===== config.mk =====
export PLATFORM = sky130hd
export DESIGN_NAME = tii_ram
export DESIGN_NICKNAME = d
export VERILOG_FILES = /design/src/design/table_inverse_interpolator_macros.svh /design/src/design/tii_ram.sv
export SDC_FILE = /design/constraint.sdc
export NUM_CORES = 1
export LEC_CHECK = 0
export BUFFER_PORTS_ARGS = -buffer_cell sky130_fd_sc_hd__buf_2
export CORE_MARGIN = 4
export CORE_UTILIZATION = 40
export CTS_CLUSTER_SIZE = 28
export DETAILED_ROUTE_END_ITERATION = 10
export SETUP_SLACK_MARGIN = 0.15
export SYNTH_ARGS = -nofsm -noshare
export SYNTH_HDL_FRONTEND = slang
export SYNTH_SLANG_ARGS = --single-unit

===== constraint.sdc =====
create_clock -name clk -period 2.2 [get_ports clk]
set_input_delay 0.33 -clock clk [delete_from_list [all_inputs] [get_ports clk]]
set_output_delay 0.33 -clock clk [all_outputs]
set_load 0.05 [all_outputs]

===== src/design/table_inverse_interpolator_macros.svh =====
// Assertion macros shared by the table inverse interpolator RTL.
// The surrounding module must provide signals named clk and rst.
`ifndef TABLE_INVERSE_INTERPOLATOR_MACROS_SVH
`define TABLE_INVERSE_INTERPOLATOR_MACROS_SVH
`ifndef NO_ASSERTIONS
`define TII_ASSERT_SAME(lbl, ante, cons, msg) \
  lbl: assert property (@(posedge clk) disable iff (rst) (ante) |-> (cons)) \
    else $error(msg);
`define TII_ASSERT_NEXT(lbl, ante, cons, msg) \
  lbl: assert property (@(posedge clk) disable iff (rst) (ante) |=> (cons)) \
    else $error(msg);
`else
`define TII_ASSERT_SAME(lbl, ante, cons, msg)
`define TII_ASSERT_NEXT(lbl, ante, cons, msg)
`endif
`endif


===== src/design/tii_ram.sv =====
`default_nettype none

module tii_ram #(
  parameter int WIDTH = 8,
  parameter int DEPTH = 16
) (
  input  wire logic                     clk,
  input  wire logic                     we,
  input  wire logic [$clog2(DEPTH)-1:0] waddr,
  input  wire logic [WIDTH-1:0]         wdata,
  input  wire logic [$clog2(DEPTH)-1:0] raddr,
  output logic      [WIDTH-1:0]         rdata
);

  logic [WIDTH-1:0] mem [DEPTH];

  always_ff @(posedge clk) begin
    if (we) begin
      mem[waddr] <= wdata;
    end
    rdata <= mem[raddr];
  end

endmodule

`default_nettype wire


* Yosys cells after proc, flatten, opt, wreduce, memory -nomap -nowiden
Memory sizes are Yosys's and may differ from the RTL's. A register that Yosys moved wholly into a read port is not among the register bits. Cells that the tools add are included.
Word-level totals: bits in latches 0, bits in registers 0, bits of input ports 18, output and inout port bits 8, bits in writable memories 128, memories kept 1, bits in read-only memories 0
Memories:
- mem | words 16, bits a word 8, read ports 1, clocked after Yosys merged registers in 1, write ports 1, RTL line tii_ram.sv:15 | logic [WIDTH-1:0] mem [DEPTH];
Operators by class: eq/ne operators 0, mux-type cells 2, multiply operators 0, $lt $le $gt $ge 0, shift operators 0, divide/modulo/power cells 0, reductions and logical operators 0, bitwise logic cells 0, add/subtract/negate cells 0
Operator list (number):
- 1-bit 2-to-1 mux | 2

* Longest topological paths before layout
Gate-level depths: netlist of run 1.
word-level depth 2, mapped depth 5, gate-level depth less buffers 3

* Least setup slack after synthesis of run 1
OpenSTA, ideal clock, no wires.
kind input port to flip-flop, start point input port waddr[2], end point memory mem[0][0], enable pin, setup time 383 ps, arrival 1440 ps, path slack 377 ps, cell stages on the path 2, required time 1817 ps, path buffers 0, path through or3b_2 > nor3_1
RTL lines:
- from (decl) | RTL line tii_ram.sv:9 | input wire logic [$clog2(DEPTH)-1:0] waddr,
- to (decl) | RTL line tii_ram.sv:15
Straight into the memory's write port.

==> impl_metrics.toml, run 1 <==
[cts]
ctsHoldBuffers = 0
cts_root_buf = "clkbuf_16"
cts_tree = "yes"
htreeDepth = 4
cts_setup_buffers = 0
clock_latency_ns = 0.41
clkSlewWorstSetupHoldPaths_ns = 0.06
clockBufferDepth = 2
clock_sinks = 136
cts_buffers = 17
cts-resized-gates = 0

[timing]
fin_crit_sh_pct = 63.9
setup_viol = 0
drv_slew = 0
fmax_ghz = 0.712
clock_skew_ns = 0.00613
slew_headroom_pct = 57.6
whs_ns = 0.313
rsz0062_at_grt = "no"
min_period_ns = 1.40
finalHoldViolCount = 0
final.setup.tns_ns = 0
tightest_slew_ns = 0.633

[setup_path]
critPathMaxFanout = 32
setup.worst_path.start_class = "input port"
crit_type = "in2reg"
cp.arrival_ns = 1.69
critPathCaptureType = "flop"
cp.required_ns = 2.48

[yosys]
avgSynthCellArea_um2 = 22.5
seq_area_frac_synth_pct = 77.8
ys_seq_elements = 136
synth_cell_types = 19
syn_nets = 247
synth_cells = 229
synth-warning-count = 0
synth_area_um2 = 5150

[pwr]
switching_share_pct = 19.9
leakagePower_nw = 2.08
powerDensity_nw_per_um2 = 980
clkPwrFrac_pct = 46.2
internal-power_mw = 4.83
ir_drop_v = 0.000458
p_sw_mw = 1.20
p_seq_share_pct = 48.4
p_comb_share_pct = 5.3

[placed_design]
dp_hpwl_um = 6320
place.gp.congestion = 0.735
portBuffers = 25

[min_path]
hold_path.class = "in2reg"

[floorplanning]
fp.dieH_um = 121
io_pins = 26
die_w_um = 121
rows = 41
coreArea_um2 = 12600
start_util_pct = 40.8
dieArea_um2 = 14700

[detailed_routing]
route.vias.total = 2435
detail-route-antenna-nets = 0
drt_iter0_markers = 270
post-route-drc-count = 0
viasPerCell = 5.20
drt_wl_total_um = 9780
drtPass1Iterations = 4
wl_per_cell_um = 20.9

[cells_and_area]
fillers = 1050
drive_above_1_share_pct = 30.4
area_growth_pct = 19.5
antenna_cells = 0
final_nets = 301

[grt]
grt_pass1_wl_um = 15000
overflow = 0
track_usage_pct = 14.6
antenna_found_initial = 0
grt_pass1_vias = 2420
grt_max_degree = 33

[run]
drv_cap = 0

[run_status]
status = "finished clean"
## registers in the layout, indices dropped and copies added, names as in the netlist
name / count
rdata: 8
mem: 128
## cell usage after synthesis
master / number / area (um2)
edfxtp_1: 128 / 3840
mux4_2: 18 / 405
a22oi_1: 16 / 120
mux4_1: 14 / 368
nor2_1: 13 / 48.8
nand2_1: 9 / 33.8
dfxtp_1: 8 / 160
nor3_1: 4 / 20.0
buf_2: 3 / 15.0
buf_6: 3 / 33.8
clkdlybuf4s25_2: 3 / 30.0
nand2b_1: 2 / 12.5
nand3b_1: 2 / 15.0
and2_1: 1 / 6.26
and2b_1: 1 / 7.51
buf_4: 1 / 7.51
nand3_1: 1 / 5.00
nor2b_1: 1 / 6.26
or3b_2: 1 / 8.76
## critical path, stage by stage
cell and delay [ns]:
buf_2 0.10, buf_12 0.25, mux4_1 0.58, a22oi_1 0.32, nand2_1 0.08
## metrics by stage
| step | util (%) | setup WS, ns | cells | instance area (um2) | total power [mW] |
|---|---|---|---|---|---|
| floorplan | - | 0.377 | 229 | 5150 | 3.17 |
| global placement | 44.1 | 0.376 | 436 | 5560 | 3.29 |
| detailed placement | 44.1 | 0.362 | 436 | 5560 | 3.30 |
| CTS | 48.8 | 0.789 | 468 | 6150 | 6.07 |
| global route | 48.8 | 0.720 | 468 | 6150 | 6.24 |
| finish | 48.8 | 0.795 | 468 | 6150 | 6.03 |
## power by group through the flow
stage,sequential (mW),clock [mW],combinational [mW]
final,2.92,2.79,0.322
after CTS,2.92,2.82,0.328
after floorplan,3.02,0,0.147
after global routing,2.92,2.97,0.348
after global placement,2.97,0,0.321
after detailed placement,2.97,0,0.327
## per-layer routing
| metal | wire (um) | GRT usage, % | vias up |
|---|---|---|---|
| li1 | - | - | 1084 |
| met1 | 4400 | 20.0 | 1263 |
| met3 | 541 | 4.52 | 10 |
| met4 | 112 | 5.46 | 0 |
| met5 | 0 | 0 | - |
| met2 | 4720 | 21.9 | 78 |
## layout by cell type, fill, tap and decap left out, types with 8 or more instances in the layout
cell and instances:
a22oi_1 16, buf_2 25, buf_4 19, clkbuf_16 17, dfxtp_1 8, edfxtp_1 128, mux4_1 14, mux4_2 18
nand2_1 9, nor2_1 13
## logic make-up after synthesis
logic type	after synthesis	synth area share (%)
buf+inv	10	1.68
compound gates	16	2.33
mux	32	15.0
simple gates	35	3.18
flops	136	77.8
## cell type report
type	count	area [um2]	area share, %
Multi-Input combinational cell	83	1060	17.2
Timing Repair Buffer	45	288	4.68
Clock buffer	24	462	7.50
Sequential cell	136	4000	65.1
Clock inverter	8	126	2.05
Tap cell	172	215	3.50
## final timing paths
kind                                 from   endpoint  slack, ns  cells after the start
worst max-delay path             raddr[0]   rdata[1]       0.80                      5
worst min register to register  mem[7][1]   rdata[1]       0.66                      3
worst min-delay path             wdata[2]  mem[5][2]       0.31                      1
worst max register to register  mem[8][1]   rdata[1]       0.84                      3
Note: power is estimated with default switching activity, not from simulation.
==> run 2: changes to the inputs <==
clock period = 1.47 ns   (was 2.2 ns; I/O delays follow)
==> run 2 against run 1 <==
  * Critical path depth down 2
  * Clock skew about the same
  * Critical path type is now reg2reg
  * Sequential share of layout area down 1.2 points
  * Count of clock-buffer cells in the layout down 6
  * Via count up 0.37%
  * Total power up 47%
  * Worst hold slack worse by 0.11 ns
  * Global-route usage up 0.17 points
  * Critical endpoint is now rdata[4]
  * Final cell count up 0.64%
==> impl_metrics.toml, run 2 (synthesized netlist as in run 1, its figures left out) <==
[floorplanning]
io_pins = 26
start_util_pct = 40.8
coreArea_um2 = 12600
rows = 41
dieArea_um2 = 14700
fp.dieH_um = 121
die_w_um = 121

[setup_path]
critPathCaptureType = "flop"
crit_type = "reg2reg"
cp_cell_sequence = "mux4_2 > a22oi_2 > nand2_1"
setup.worst_path.start_class = "flop"
critPathMaxFanout = 1
cp.required_ns = 1.75
crit_slowest_cell = "mux4_2"
max_stage_delay_ns = 0.50
cp.arrival_ns = 1.61

[cts]
cts_tree = "yes"
clockBufferDepth = 2
clock_latency_ns = 0.40
cts_root_buf = "clkbuf_16"
clock_sinks = 136
clkSlewWorstSetupHoldPaths_ns = 0.05
cts_buffers = 17
htreeDepth = 4

[timing]
setup_viol = 0
rsz0062_at_grt = "yes"
fin_crit_sh_pct = 90.1
whs_ns = 0.204
fmax_ghz = 0.755
drv_slew = 0
fin_ws_ns = 0.145
min_period_ns = 1.32
tightest_slew_ns = 0.984
clock_skew_ns = 0.00619
finalHoldViolCount = 0
slew_headroom_pct = 34.2

[run_status]
status = "finished clean"

[cells_and_area]
largest-register = "mem"
area_growth_pct = 21.8
regArea_um2 = 4000
multi_input_area_um2 = 1100
fillers = 1045
final_nets = 304
final_cell_mix = "edfxtp_1, mux4_2, buf_2"
layout_commonest_cell = "edfxtp_1"
drive_above_1_share_pct = 39.1
largest_reg_flops = 128
reg.largest.list = "mem (128), rdata (8)"
antenna_cells = 0

[detailed_routing]
post-route-drc-count = 0
wl_per_cell_um = 21.3
route.vias.total = 2444
viasPerCell = 5.19
drt_iter0_markers = 197
drt_wl_total_um = 10000
detail-route-antenna-nets = 0
drtPass1Iterations = 4

[grt]
overflow = 0
antenna_found_initial = 0
grt_max_degree = 19
grt_pass1_wl_um = 15200
grt_pass1_vias = 2554
track_usage_pct = 14.7

[placed_design]
place_ws_ns = -0.184
place.gp.congestion = 0.716
portBuffers = 25
dp_hpwl_um = 6430

[pwr]
powerDensity_nw_per_um2 = 1410
ir_drop_v = 0.00100
leakagePower_nw = 2.08

[min_path]
hold_path.class = "in2reg"

[run]
drv_cap = 0
==> run 2: cell count changes in the layout (fill, tap and decap cells not counted), sizes merged <==
cell | previous run | this run
buf | 45 | 48
clkinv | 2 | 7
bufinv | 3 | 2
clkbuf | 24 | 18
clkinvlp | 3 | 5
==> run 2: power breakdown <==
part	switching, mW	total (mW)	internal [mW]
sequential	0.0256	4.36	4.34
combinational	0.328	0.528	0.200
clock	1.50	3.97	2.47
total	1.85	8.86	7.00
==> run 2: through the flow <==
step	setup TNS [ns]	util, %	cell area (um2)	total power [mW]	cells
after floorplan	0	-	5190	4.75	229
after CTS	0	49.9	6290	8.92	471
after global routing	0	49.7	6270	9.16	471
final	0	49.7	6270	8.86	471
after global placement	-0.989	45.2	5700	4.95	439
after detailed placement	-1.13	45.2	5700	4.96	439
==> run 2: cell type report <==
class                   instances  share of cell area [%]
clock inverters                14                    2.14
clock buffers                  18                    6.84
flip-flops and latches        136                    63.9
well taps                     172                    3.43
repair buffers                 48                    6.15
multi-input cells              83                    17.6
==> run 2: worst paths after layout <==
check / startpoint / end / slack [ns] / depth (start not counted)
max: mem[11][4] / rdata[4] / 0.15 / 3
min: wdata[0] / mem[9][0] / 0.20 / 1
max reg2reg: mem[11][4] / rdata[4] / 0.15 / 3
min reg2reg: mem[15][0] / rdata[0] / 0.68 / 3
==> run 2: routing by layer <==
metal	vias up	part of all wire (%)	GRT usage, %
li1	1080	-	-
met1	1304	45	19.4
met2	51	50	23.9
met3	9	4.0	3.87
met4	0	1.2	5.04
met5	-	0	0
==> run 2: worst max-delay path, delay by kind of cell (launching register included) <==
family / cells / cell delay, ns
and+or+nand+nor: 1 / 0.09
muxes: 1 / 0.50
AOI/OAI and AO/OA: 1 / 0.24
DFF: 1 / 0.37
==> run 2: repair_timing <==
| action | 4_1_cts | 5_1_grt |
|---|---|---|
| cloned | 0 | 0 |
| setup endpoints to repair | 6 | 8 |
| pin swaps | 1 | 5 |
| resized for setup | 6 | 8 |
| hold buffers | 0 | 0 |
| hold endpoints to repair | 0 | 0 |
| buffers inserted | 0 | 0 |
