==> config.mk <==
export PLATFORM = sky130hd
export DESIGN_NAME = tii_divider
export DESIGN_NICKNAME = d
export VERILOG_FILES = /design/src/design/table_inverse_interpolator_macros.svh /design/src/design/tii_pkg.sv /design/src/design/tii_divider.sv
export SDC_FILE = /design/constraint.sdc
export NUM_CORES = 1
export LEC_CHECK = 0
export CAP_MARGIN = 20
export CORE_AREA = 2 2 105 107
export DETAILED_ROUTE_END_ITERATION = 8
export DIE_AREA = 0 0 107 109
export DONT_BUFFER_PORTS = 1
export GPL_ROUTABILITY_DRIVEN = 0
export GPL_TIMING_DRIVEN = 0
export PLACE_DENSITY = 0.77
export SYNTH_ARGS = -nofsm -noshare
export SYNTH_HDL_FRONTEND = slang
export SYNTH_SLANG_ARGS = --single-unit
==> constraint.sdc <==
create_clock -name clk -period 3.1 [get_ports clk]
set_clock_uncertainty 0.1 [all_clocks]
set_input_delay 0 -clock clk [delete_from_list [all_inputs] [get_ports clk]]
set_output_delay 0 -clock clk [all_outputs]
set_load 0.03 [all_outputs]
==> src/design/table_inverse_interpolator_macros.svh <==
// Assertion macros shared by the table inverse interpolator RTL.
// The surrounding module must provide signals named clk and rst.
`ifndef TABLE_INVERSE_INTERPOLATOR_MACROS_SVH
`define TABLE_INVERSE_INTERPOLATOR_MACROS_SVH
`ifndef NO_ASSERTIONS
`define TII_ASSERT_SAME(lbl, ante, cons, msg) \
  lbl: assert property (@(posedge clk) disable iff (rst) (ante) |-> (cons)) \
    else $error(msg);
`define TII_ASSERT_NEXT(lbl, ante, cons, msg) \
  lbl: assert property (@(posedge clk) disable iff (rst) (ante) |=> (cons)) \
    else $error(msg);
`else
`define TII_ASSERT_SAME(lbl, ante, cons, msg)
`define TII_ASSERT_NEXT(lbl, ante, cons, msg)
`endif
`endif

==> src/design/tii_pkg.sv <==
`default_nettype none

package tii_pkg;

  localparam int DEFAULT_TABLE_DEPTH = 1024;

  localparam int KEY_W   = 31;
  localparam int PARAM_W = 17;
  localparam int DIST_W  = 32;
  localparam int SLOT_W  = 10;
  localparam int COUNT_W = 11;
  localparam int CFG_W   = 32;
  localparam int ENTRY_W = KEY_W + PARAM_W;
  localparam int PROD_W  = KEY_W + PARAM_W;

  localparam logic [PARAM_W-1:0] ONE_Q16 = PARAM_W'(65536);
  localparam logic [COUNT_W-1:0] ENTRY_COUNT_RESET = COUNT_W'(2);

  localparam logic CMD_LOAD  = 1'b0;
  localparam logic CMD_QUERY = 1'b1;

  localparam logic CFG_ENTRY_COUNT = 1'b0;
  localparam logic CFG_SPAN_LENGTH = 1'b1;

  typedef enum logic [1:0] {
    STATUS_INTERP,
    STATUS_BELOW,
    STATUS_PAST,
    STATUS_FLAT
  } tii_status_t;

  typedef struct packed {
    logic                     command;
    logic [SLOT_W-1:0]        entry_index;
    logic signed [DIST_W-1:0] distance_value;
    logic [PARAM_W-1:0]       param_value;
  } tii_item_t;

  typedef struct packed {
    logic [PARAM_W-1:0] param_out;
    tii_status_t        status;
  } tii_result_t;

endpackage

`default_nettype wire

==> src/design/tii_divider.sv <==
`default_nettype none

module tii_divider
  import tii_pkg::*;
(
  input  wire logic               clk,
  input  wire logic               rst,
  input  wire logic               start,
  input  wire logic [PROD_W-1:0]  dividend,
  input  wire logic [KEY_W-1:0]   divisor,
  output logic                    done,
  output logic      [PARAM_W-1:0] quotient
);

  localparam int CNT_W = $clog2(PARAM_W);

  // The quotient is known to fit in PARAM_W bits, so the upper dividend
  // bits already lie below the divisor and only PARAM_W steps are needed.
  logic [KEY_W-1:0]   rem;
  logic [PARAM_W-1:0] low;
  logic [KEY_W-1:0]   dsr;
  logic [CNT_W-1:0]   count;
  logic               running;
  logic [KEY_W:0]     shifted;
  logic [KEY_W:0]     trial;
  logic               fits;

  always_comb begin
    shifted = {rem, low[PARAM_W-1]};
    trial   = shifted - {1'b0, dsr};
    fits    = shifted >= {1'b0, dsr};
  end

  always_ff @(posedge clk) begin
    if (rst) begin
      running <= 1'b0;
      done    <= 1'b0;
      count   <= '0;
    end else begin
      done <= 1'b0;
      if (start) begin
        rem     <= dividend[PROD_W-1:PARAM_W];
        low     <= dividend[PARAM_W-1:0];
        dsr     <= divisor;
        count   <= '0;
        running <= 1'b1;
      end else if (running) begin
        rem      <= fits ? trial[KEY_W-1:0] : shifted[KEY_W-1:0];
        low      <= {low[PARAM_W-2:0], 1'b0};
        quotient <= {quotient[PARAM_W-2:0], fits};
        count    <= count + CNT_W'(1);
        if (count == CNT_W'(PARAM_W - 1)) begin
          running <= 1'b0;
          done    <= 1'b1;
        end
      end
    end
  end

endmodule

`default_nettype wire

# Word level (Yosys, flattened, before mapping)
# Cells that the tools add are included.
[word_totals]
word_cells = 29
output_inout_bits = 18
regBits = 103
[op_classes]
reduce_logical = 6
eq_ne = 1
bitwise = 3
mux = 9
addsub = 2
n_lt_le_gt_ge = 1
[ops]
columns = ["op", "n"]
rows = [
  ["two-way mux 31 bit", 3],
  ["two-way mux 17 bit", 2],
  ["greater-or-equal comparator 32 x 31 -> 1 bit", 1],
  ["subtractor 31 bit", 1],
  ["adder 5 x 1 -> 5 bit, second input constant", 1],
  ["equality test 5 bit, second input constant", 1],
  ["two-way mux 1 bit", 4],
  ["AND reduction 2 bit", 2],
  ["NOT 1 bit", 3],
  ["AND reduction 3 bit", 1],
  ["OR reduction 3 bit", 1],
  ["nonzero test 2 bit", 1],
  ["OR reduction 2 bit", 1],
]

# Logic depth before layout (Yosys ltp)
[depth]
ltp_word = 4
mapped_depth = 14
ltp_nobuf = 12

# Worst setup path after synthesis
# Ideal clock, no wire load.
[synth_timing]
path_kind = "reg2reg"
start = "register running"
end = "register low[0], enable pin"
stages_incl_launch_ff = 4
setup_slack_ns = -0.094
t_arrival_ns = 2.641
required_ns = 2.546
period_less_slack_ns = 3.194
n_path_buf = 1
setup_ns = 0.454
path_cell_list = "dfxtp_1 -> clkbuf_1 -> nor2_1 -> nor2_1"
[synth_between]
elab_chain_cells = 2
[synth_lines]
columns = ["item", "line_no", "source"]
rows = [
  ["from (decl)", "tii_divider.sv:23", "logic running;"],
  ["from (signal assigned)", "tii_divider.sv:36", "running <= 1'b0;"],
  ["from (signal assigned)", "tii_divider.sv:46", "running <= 1'b1;"],
  ["from (signal assigned)", "tii_divider.sv:53", "running <= 1'b0;"],
  ["nonzero test 2 bit (no line)", "-", ""],
  ["AND reduction 2 bit (no line)", "-", ""],
  ["to (signal assigned)", "tii_divider.sv:43", "low <= dividend[PARAM_W-1:0];"],
  ["to (signal assigned)", "tii_divider.sv:49", "low <= {low[PARAM_W-2:0], 1'b0};"],
  ["to (decl)", "tii_divider.sv:20", "logic [PARAM_W-1:0] low;"],
]
# No other way between the ends.
# A chain may end at the register's enable or synchronous reset.

# Worst setup path in the final report
[layout_timing]
start = "register low[16]"
end = "register rem[3], data pin"
[layout_between]
elab_chain_cells = 4
word_cells_on_any_way = 5
classes_between = "1 x add/sub; 1 x order compare; 3 x mux"
[layout_lines]
columns = ["item", "line_no", "source"]
rows = [
  ["subtractor 31 bit or greater-or-equal comparator 32 x 31 -> 1 bit (tied branches)", "tii_divider.sv:30, tii_divider.sv:31", ""],
  ["two-way mux 31 bit *", "tii_divider.sv:48", "rem <= fits ? trial[KEY_W-1:0] : shifted[KEY_W-1:0];"],
  ["two-way mux 31 bit *", "tii_divider.sv:47", "end else if (running) begin"],
  ["two-way mux 31 bit *", "tii_divider.sv:41", "if (start) begin"],
  ["to (signal assigned)", "tii_divider.sv:42", "rem <= dividend[PROD_W-1:PARAM_W];"],
  ["to (signal assigned)", "tii_divider.sv:48", ""],
  ["to (decl)", "tii_divider.sv:19", "logic [KEY_W-1:0] rem;"],
]
# Every way passes the cells marked *; elsewhere a longest branch is shown, timed or not. The select of a mux whose other input is x is not followed.

==> out/qor.txt <==
====================================================================================
Number of standard cells in the layout, taps in and fillers out                  797
Setup Slack @ Placement                                                      -105 ps
Critical Path Sink Type                                                    flip-flop
Count of buffer and inverter cells on the critical path                            3
Dominant delay contributor by cell family on the critical path          compound AO/OA/AOI/OAI gates
Area delta synth->final                                                        28.2%
Met3 routing resource usage after global routing                               6.58%
First-pass detailed-route iteration total                                          5
Net total in the final layout                                                    768
Number of clock sinks                                                            103
Met2 Resource Use GR                                                           44.9%
CTS buffer count                                                                   9
Number of top-level pins                                                         100
Min Clock Period, post-route                                                 3060 ps
Layout fillers                                                                   736
HPWL after detailed placement                                                9550 um
Final design area excluding fillers                                        7670 um^2
Worst stage delay on the critical path                                        370 ps
Max cap viols                                                                      0
EDFF count, synth                                                                 96
Register area                                                              3020 um^2
Leakage dissipation                                                          2.98 nW
#FFs+latches synth                                                               103
Setup Viol. Count Final                                                            0
Initial core utilization                                                       56.4%
Sequential share of the synthesized area                                       50.5%
Final Cycle Share                                                              98.8%
Cell area after technology mapping                                         5980 um^2
Most numerous cell types in the synthesized netlist                     sky130_fd_sc_hd__edfxtp_1 (96), sky130_fd_sc_hd__a21oi_1 (55), sky130_fd_sc_hd__nor2_1 (48), sky130_fd_sc_hd__inv_1 (42), sky130_fd_sc_hd__nand2_1 (38)
Hold Path Cell Cnt                                                                 3
Placed Instance Area                                                       6200 um^2
TritonCTS clock tree                                                           built
DRC                                                                                0
Top cell type by total area after synthesis                             sky130_fd_sc_hd__edfxtp_1
Chip Width                                                                    107 um
GR Util met1                                                                   29.9%
Most repeated cell in the gate-level netlist after synthesis            sky130_fd_sc_hd__edfxtp_1
Number of global-route vias before repair                                       4671
Result of the run                                                       finished with violations
Ant. Diodes                                                                        0
Headroom to the max-slew limit                                                 37.3%
Reg2Reg Setup Slack                                                            40 ps
Row cnt                                                                           38
Depth of the worst register-to-register path                                      13
Vias                                                                            4685
Combined area of the multi-input logic cells                               2860 um^2
Cell chain of the critical path                                         inv_1 -> ha_2 -> fa_2 -> nand2b_4 -> a21oi_4 -> o21a_1 -> a21oi_4 -> o211ai_1 -> a21o_1 -> buf_12 -> clkbuf_16 -> mux2i_1 -> a21oi_1
Unrepaired setup endpoints after global routing                                 true
Required time at the worst-slack endpoint                                    3120 ps
Placed cells                                                                     686
Pin count of the biggest net entering global routing                              32
Failing checks                                                          negative hold slack
Number of vias per cell                                                         5.88
Main flop type after synthesis                                          sky130_fd_sc_hd__edfxtp_1
Pwr dens                                                                 507 nW/um^2
Leading cell types by total area after synthesis                        sky130_fd_sc_hd__edfxtp_1 (48%), sky130_fd_sc_hd__ha_1 (6.9%), sky130_fd_sc_hd__mux2_2 (5.3%), sky130_fd_sc_hd__a21oi_1 (4.6%), sky130_fd_sc_hd__nor2_1 (3.0%)
Path length in cells of the critical path                                         13
Startpoint kind of the worst setup timing path                             flip-flop
First-pass GRT wire length                                                  22600 um
Share of flip-flops with an asynchronous set or reset after synthesis             0%
Final hold viol count                                                              5
Final-layout worst hold slack                                               -26.3 ps
Clock insertion delay at the later pin of the skew report                     400 ps
Mean cell area of the mapped netlist                                       11.0 um^2
Syn Inst Count                                                                   544
Critical Path Fanout Max                                                           6
Number of DRC violations after detailed-routing iteration 0                      277
DIE HEIGHT                                                                    109 um
Worst endpoint data arrival time                                             3080 ps
Max frequency                                                              0.327 GHz
Slowest library cell on the worst path                                  sky130_fd_sc_hd__edfxtp_1
Largest vdd supply drop                                                       408 uV
Crit path setup slack, layout                                                37.6 ps
Number of warnings printed during yosys synthesis                                  0
Most used routing layer                                                         met2
Quantity of I/O buffers inserted on ports                                          0
Cell with the most instances on the worst path                          sky130_fd_sc_hd__a21oi_4
Start-to-end type of the worst setup path                                 reg -> reg
Final antenna-violating net count                                                  0
Longest Clk Path Bufs                                                              2
Total congestion overflow                                                          0
Global-route usage over all layers                                             25.4%
Final routed wire length divided by cell count                               19.2 um
Number of antenna violations at the first check in global routing                  0
Unique cell type count in the Yosys netlist                                       59
Synthesized Nets                                                                 660
Total Die Area                                                            11700 um^2
Total Negative Setup Slacks                                                     0 ps
Worst Tran Pin Value                                                          938 ps
Routed WL                                                                   15300 um
Area of the core                                                          10600 um^2
Fraction of post-synthesis cell area in the top cell type by area              48.2%
Final count of pins violating max slew                                             0
Root Driver                                                             sky130_fd_sc_hd__clkbuf_8
Deepest level of the CTS H-tree                                                    3
Path class of the lowest-slack min-delay path                              in -> reg
Proportion of layout cells with a drive suffix above 1                         19.0%
Clock slew seen by the registers of the worst setup and hold paths            100 ps
====================================================================================
==> placed cells by master, fill, tap and decap left out, types with 13 or more instances in the layout <==
cell / count
sky130_fd_sc_hd__inv_1: 42
sky130_fd_sc_hd__edfxtp_1: 96
sky130_fd_sc_hd__buf_4: 13
sky130_fd_sc_hd__xnor2_1: 14
sky130_fd_sc_hd__ha_1: 27
sky130_fd_sc_hd__a21o_1: 14
sky130_fd_sc_hd__dlygate4sd3_1: 81
sky130_fd_sc_hd__xor2_1: 15
sky130_fd_sc_hd__nor2_1: 38
sky130_fd_sc_hd__o21ai_0: 14
sky130_fd_sc_hd__a21oi_1: 48
sky130_fd_sc_hd__mux2_2: 26
sky130_fd_sc_hd__nand2_1: 38
==> final timing paths <==
check                 from       end
setup / recovery   low[16]    rem[3]
hold / removal       start   rem[17]
setup reg to reg   low[16]    rem[3]
hold reg to reg   count[4]  count[4]
==> flip-flops by register name, indices dropped and copies added (netlist names) <==
signal and cells:
count 5, done 1, dsr 31, low 17
quotient 17, rem 31, running 1
==> worst reg2reg max path, cell delays in order, from the launching register on <==
cell and delay (ps):
sky130_fd_sc_hd__edfxtp_1 370, sky130_fd_sc_hd__inv_1 60, sky130_fd_sc_hd__ha_2 200, sky130_fd_sc_hd__fa_2 340, sky130_fd_sc_hd__nand2b_4 160, sky130_fd_sc_hd__a21oi_4 160
sky130_fd_sc_hd__o21a_1 170, sky130_fd_sc_hd__a21oi_4 90, sky130_fd_sc_hd__o211ai_1 230, sky130_fd_sc_hd__a21o_1 250, sky130_fd_sc_hd__buf_12 170, sky130_fd_sc_hd__clkbuf_16 160
sky130_fd_sc_hd__mux2i_1 230, sky130_fd_sc_hd__a21oi_1 100
==> area by class of cell <==
type	count	share of cell area [%]
flip-flops and latches	103	39.4
multi-input cells	374	37.3
repair buffers	100	13.6
plain buffers	22	2.53
well taps	140	2.28
inverters	42	2.06
clock buffers	10	1.80
clock inverters	6	1.03
==> layer usage <==
metal	wire (um)	vias to the layer above
met4	510	0
met1	6210	2275
met3	944	50
met5	0	-
met2	7620	169
li1	-	2191
==> cell families (layout without fill, tap and decap cells) <==
family	count (synthesis)	count (layout)	synth area share, %
buffers and inverters	67	180	4.94
AO/OA/AOI/OAI	137	137	15.1
adder cells (fa/ha/maj)	34	34	7.24
XOR/XNOR	29	29	4.25
multiplexers	37	37	6.78
flip-flops	103	103	50.5
AND/OR/NAND/NOR	137	137	11.2
==> repair_timing <==
action | in CTS | in global routing
setup buffers | 0 | 13
gates cloned | 0 | 4
hold buffers | 81 | 0
endpoints found under the hold margin | 138 | 0
gates resized for setup | 6 | 65
pin swaps | 1 | 19
endpoints found under the setup margin | 28 | 31
==> power breakdown <==
group,switching (W),internal (W)
logic,0.000654,0.000604
registers,0.0000575,0.00164
clock network,0.000515,0.000409
total,0.00123,0.00266
==> through the flow <==
stage               power, W  hold slack (ps)  util [%]
CTS                  0.00367             85.0      68.3
global placement     0.00264            -25.7      58.1
floorplan            0.00247            -27.2         -
global route         0.00404             15.0      72.3
finish               0.00388            -26.3      72.3
detailed placement   0.00267            -23.4      58.5
(Power assumes the default switching activity.)
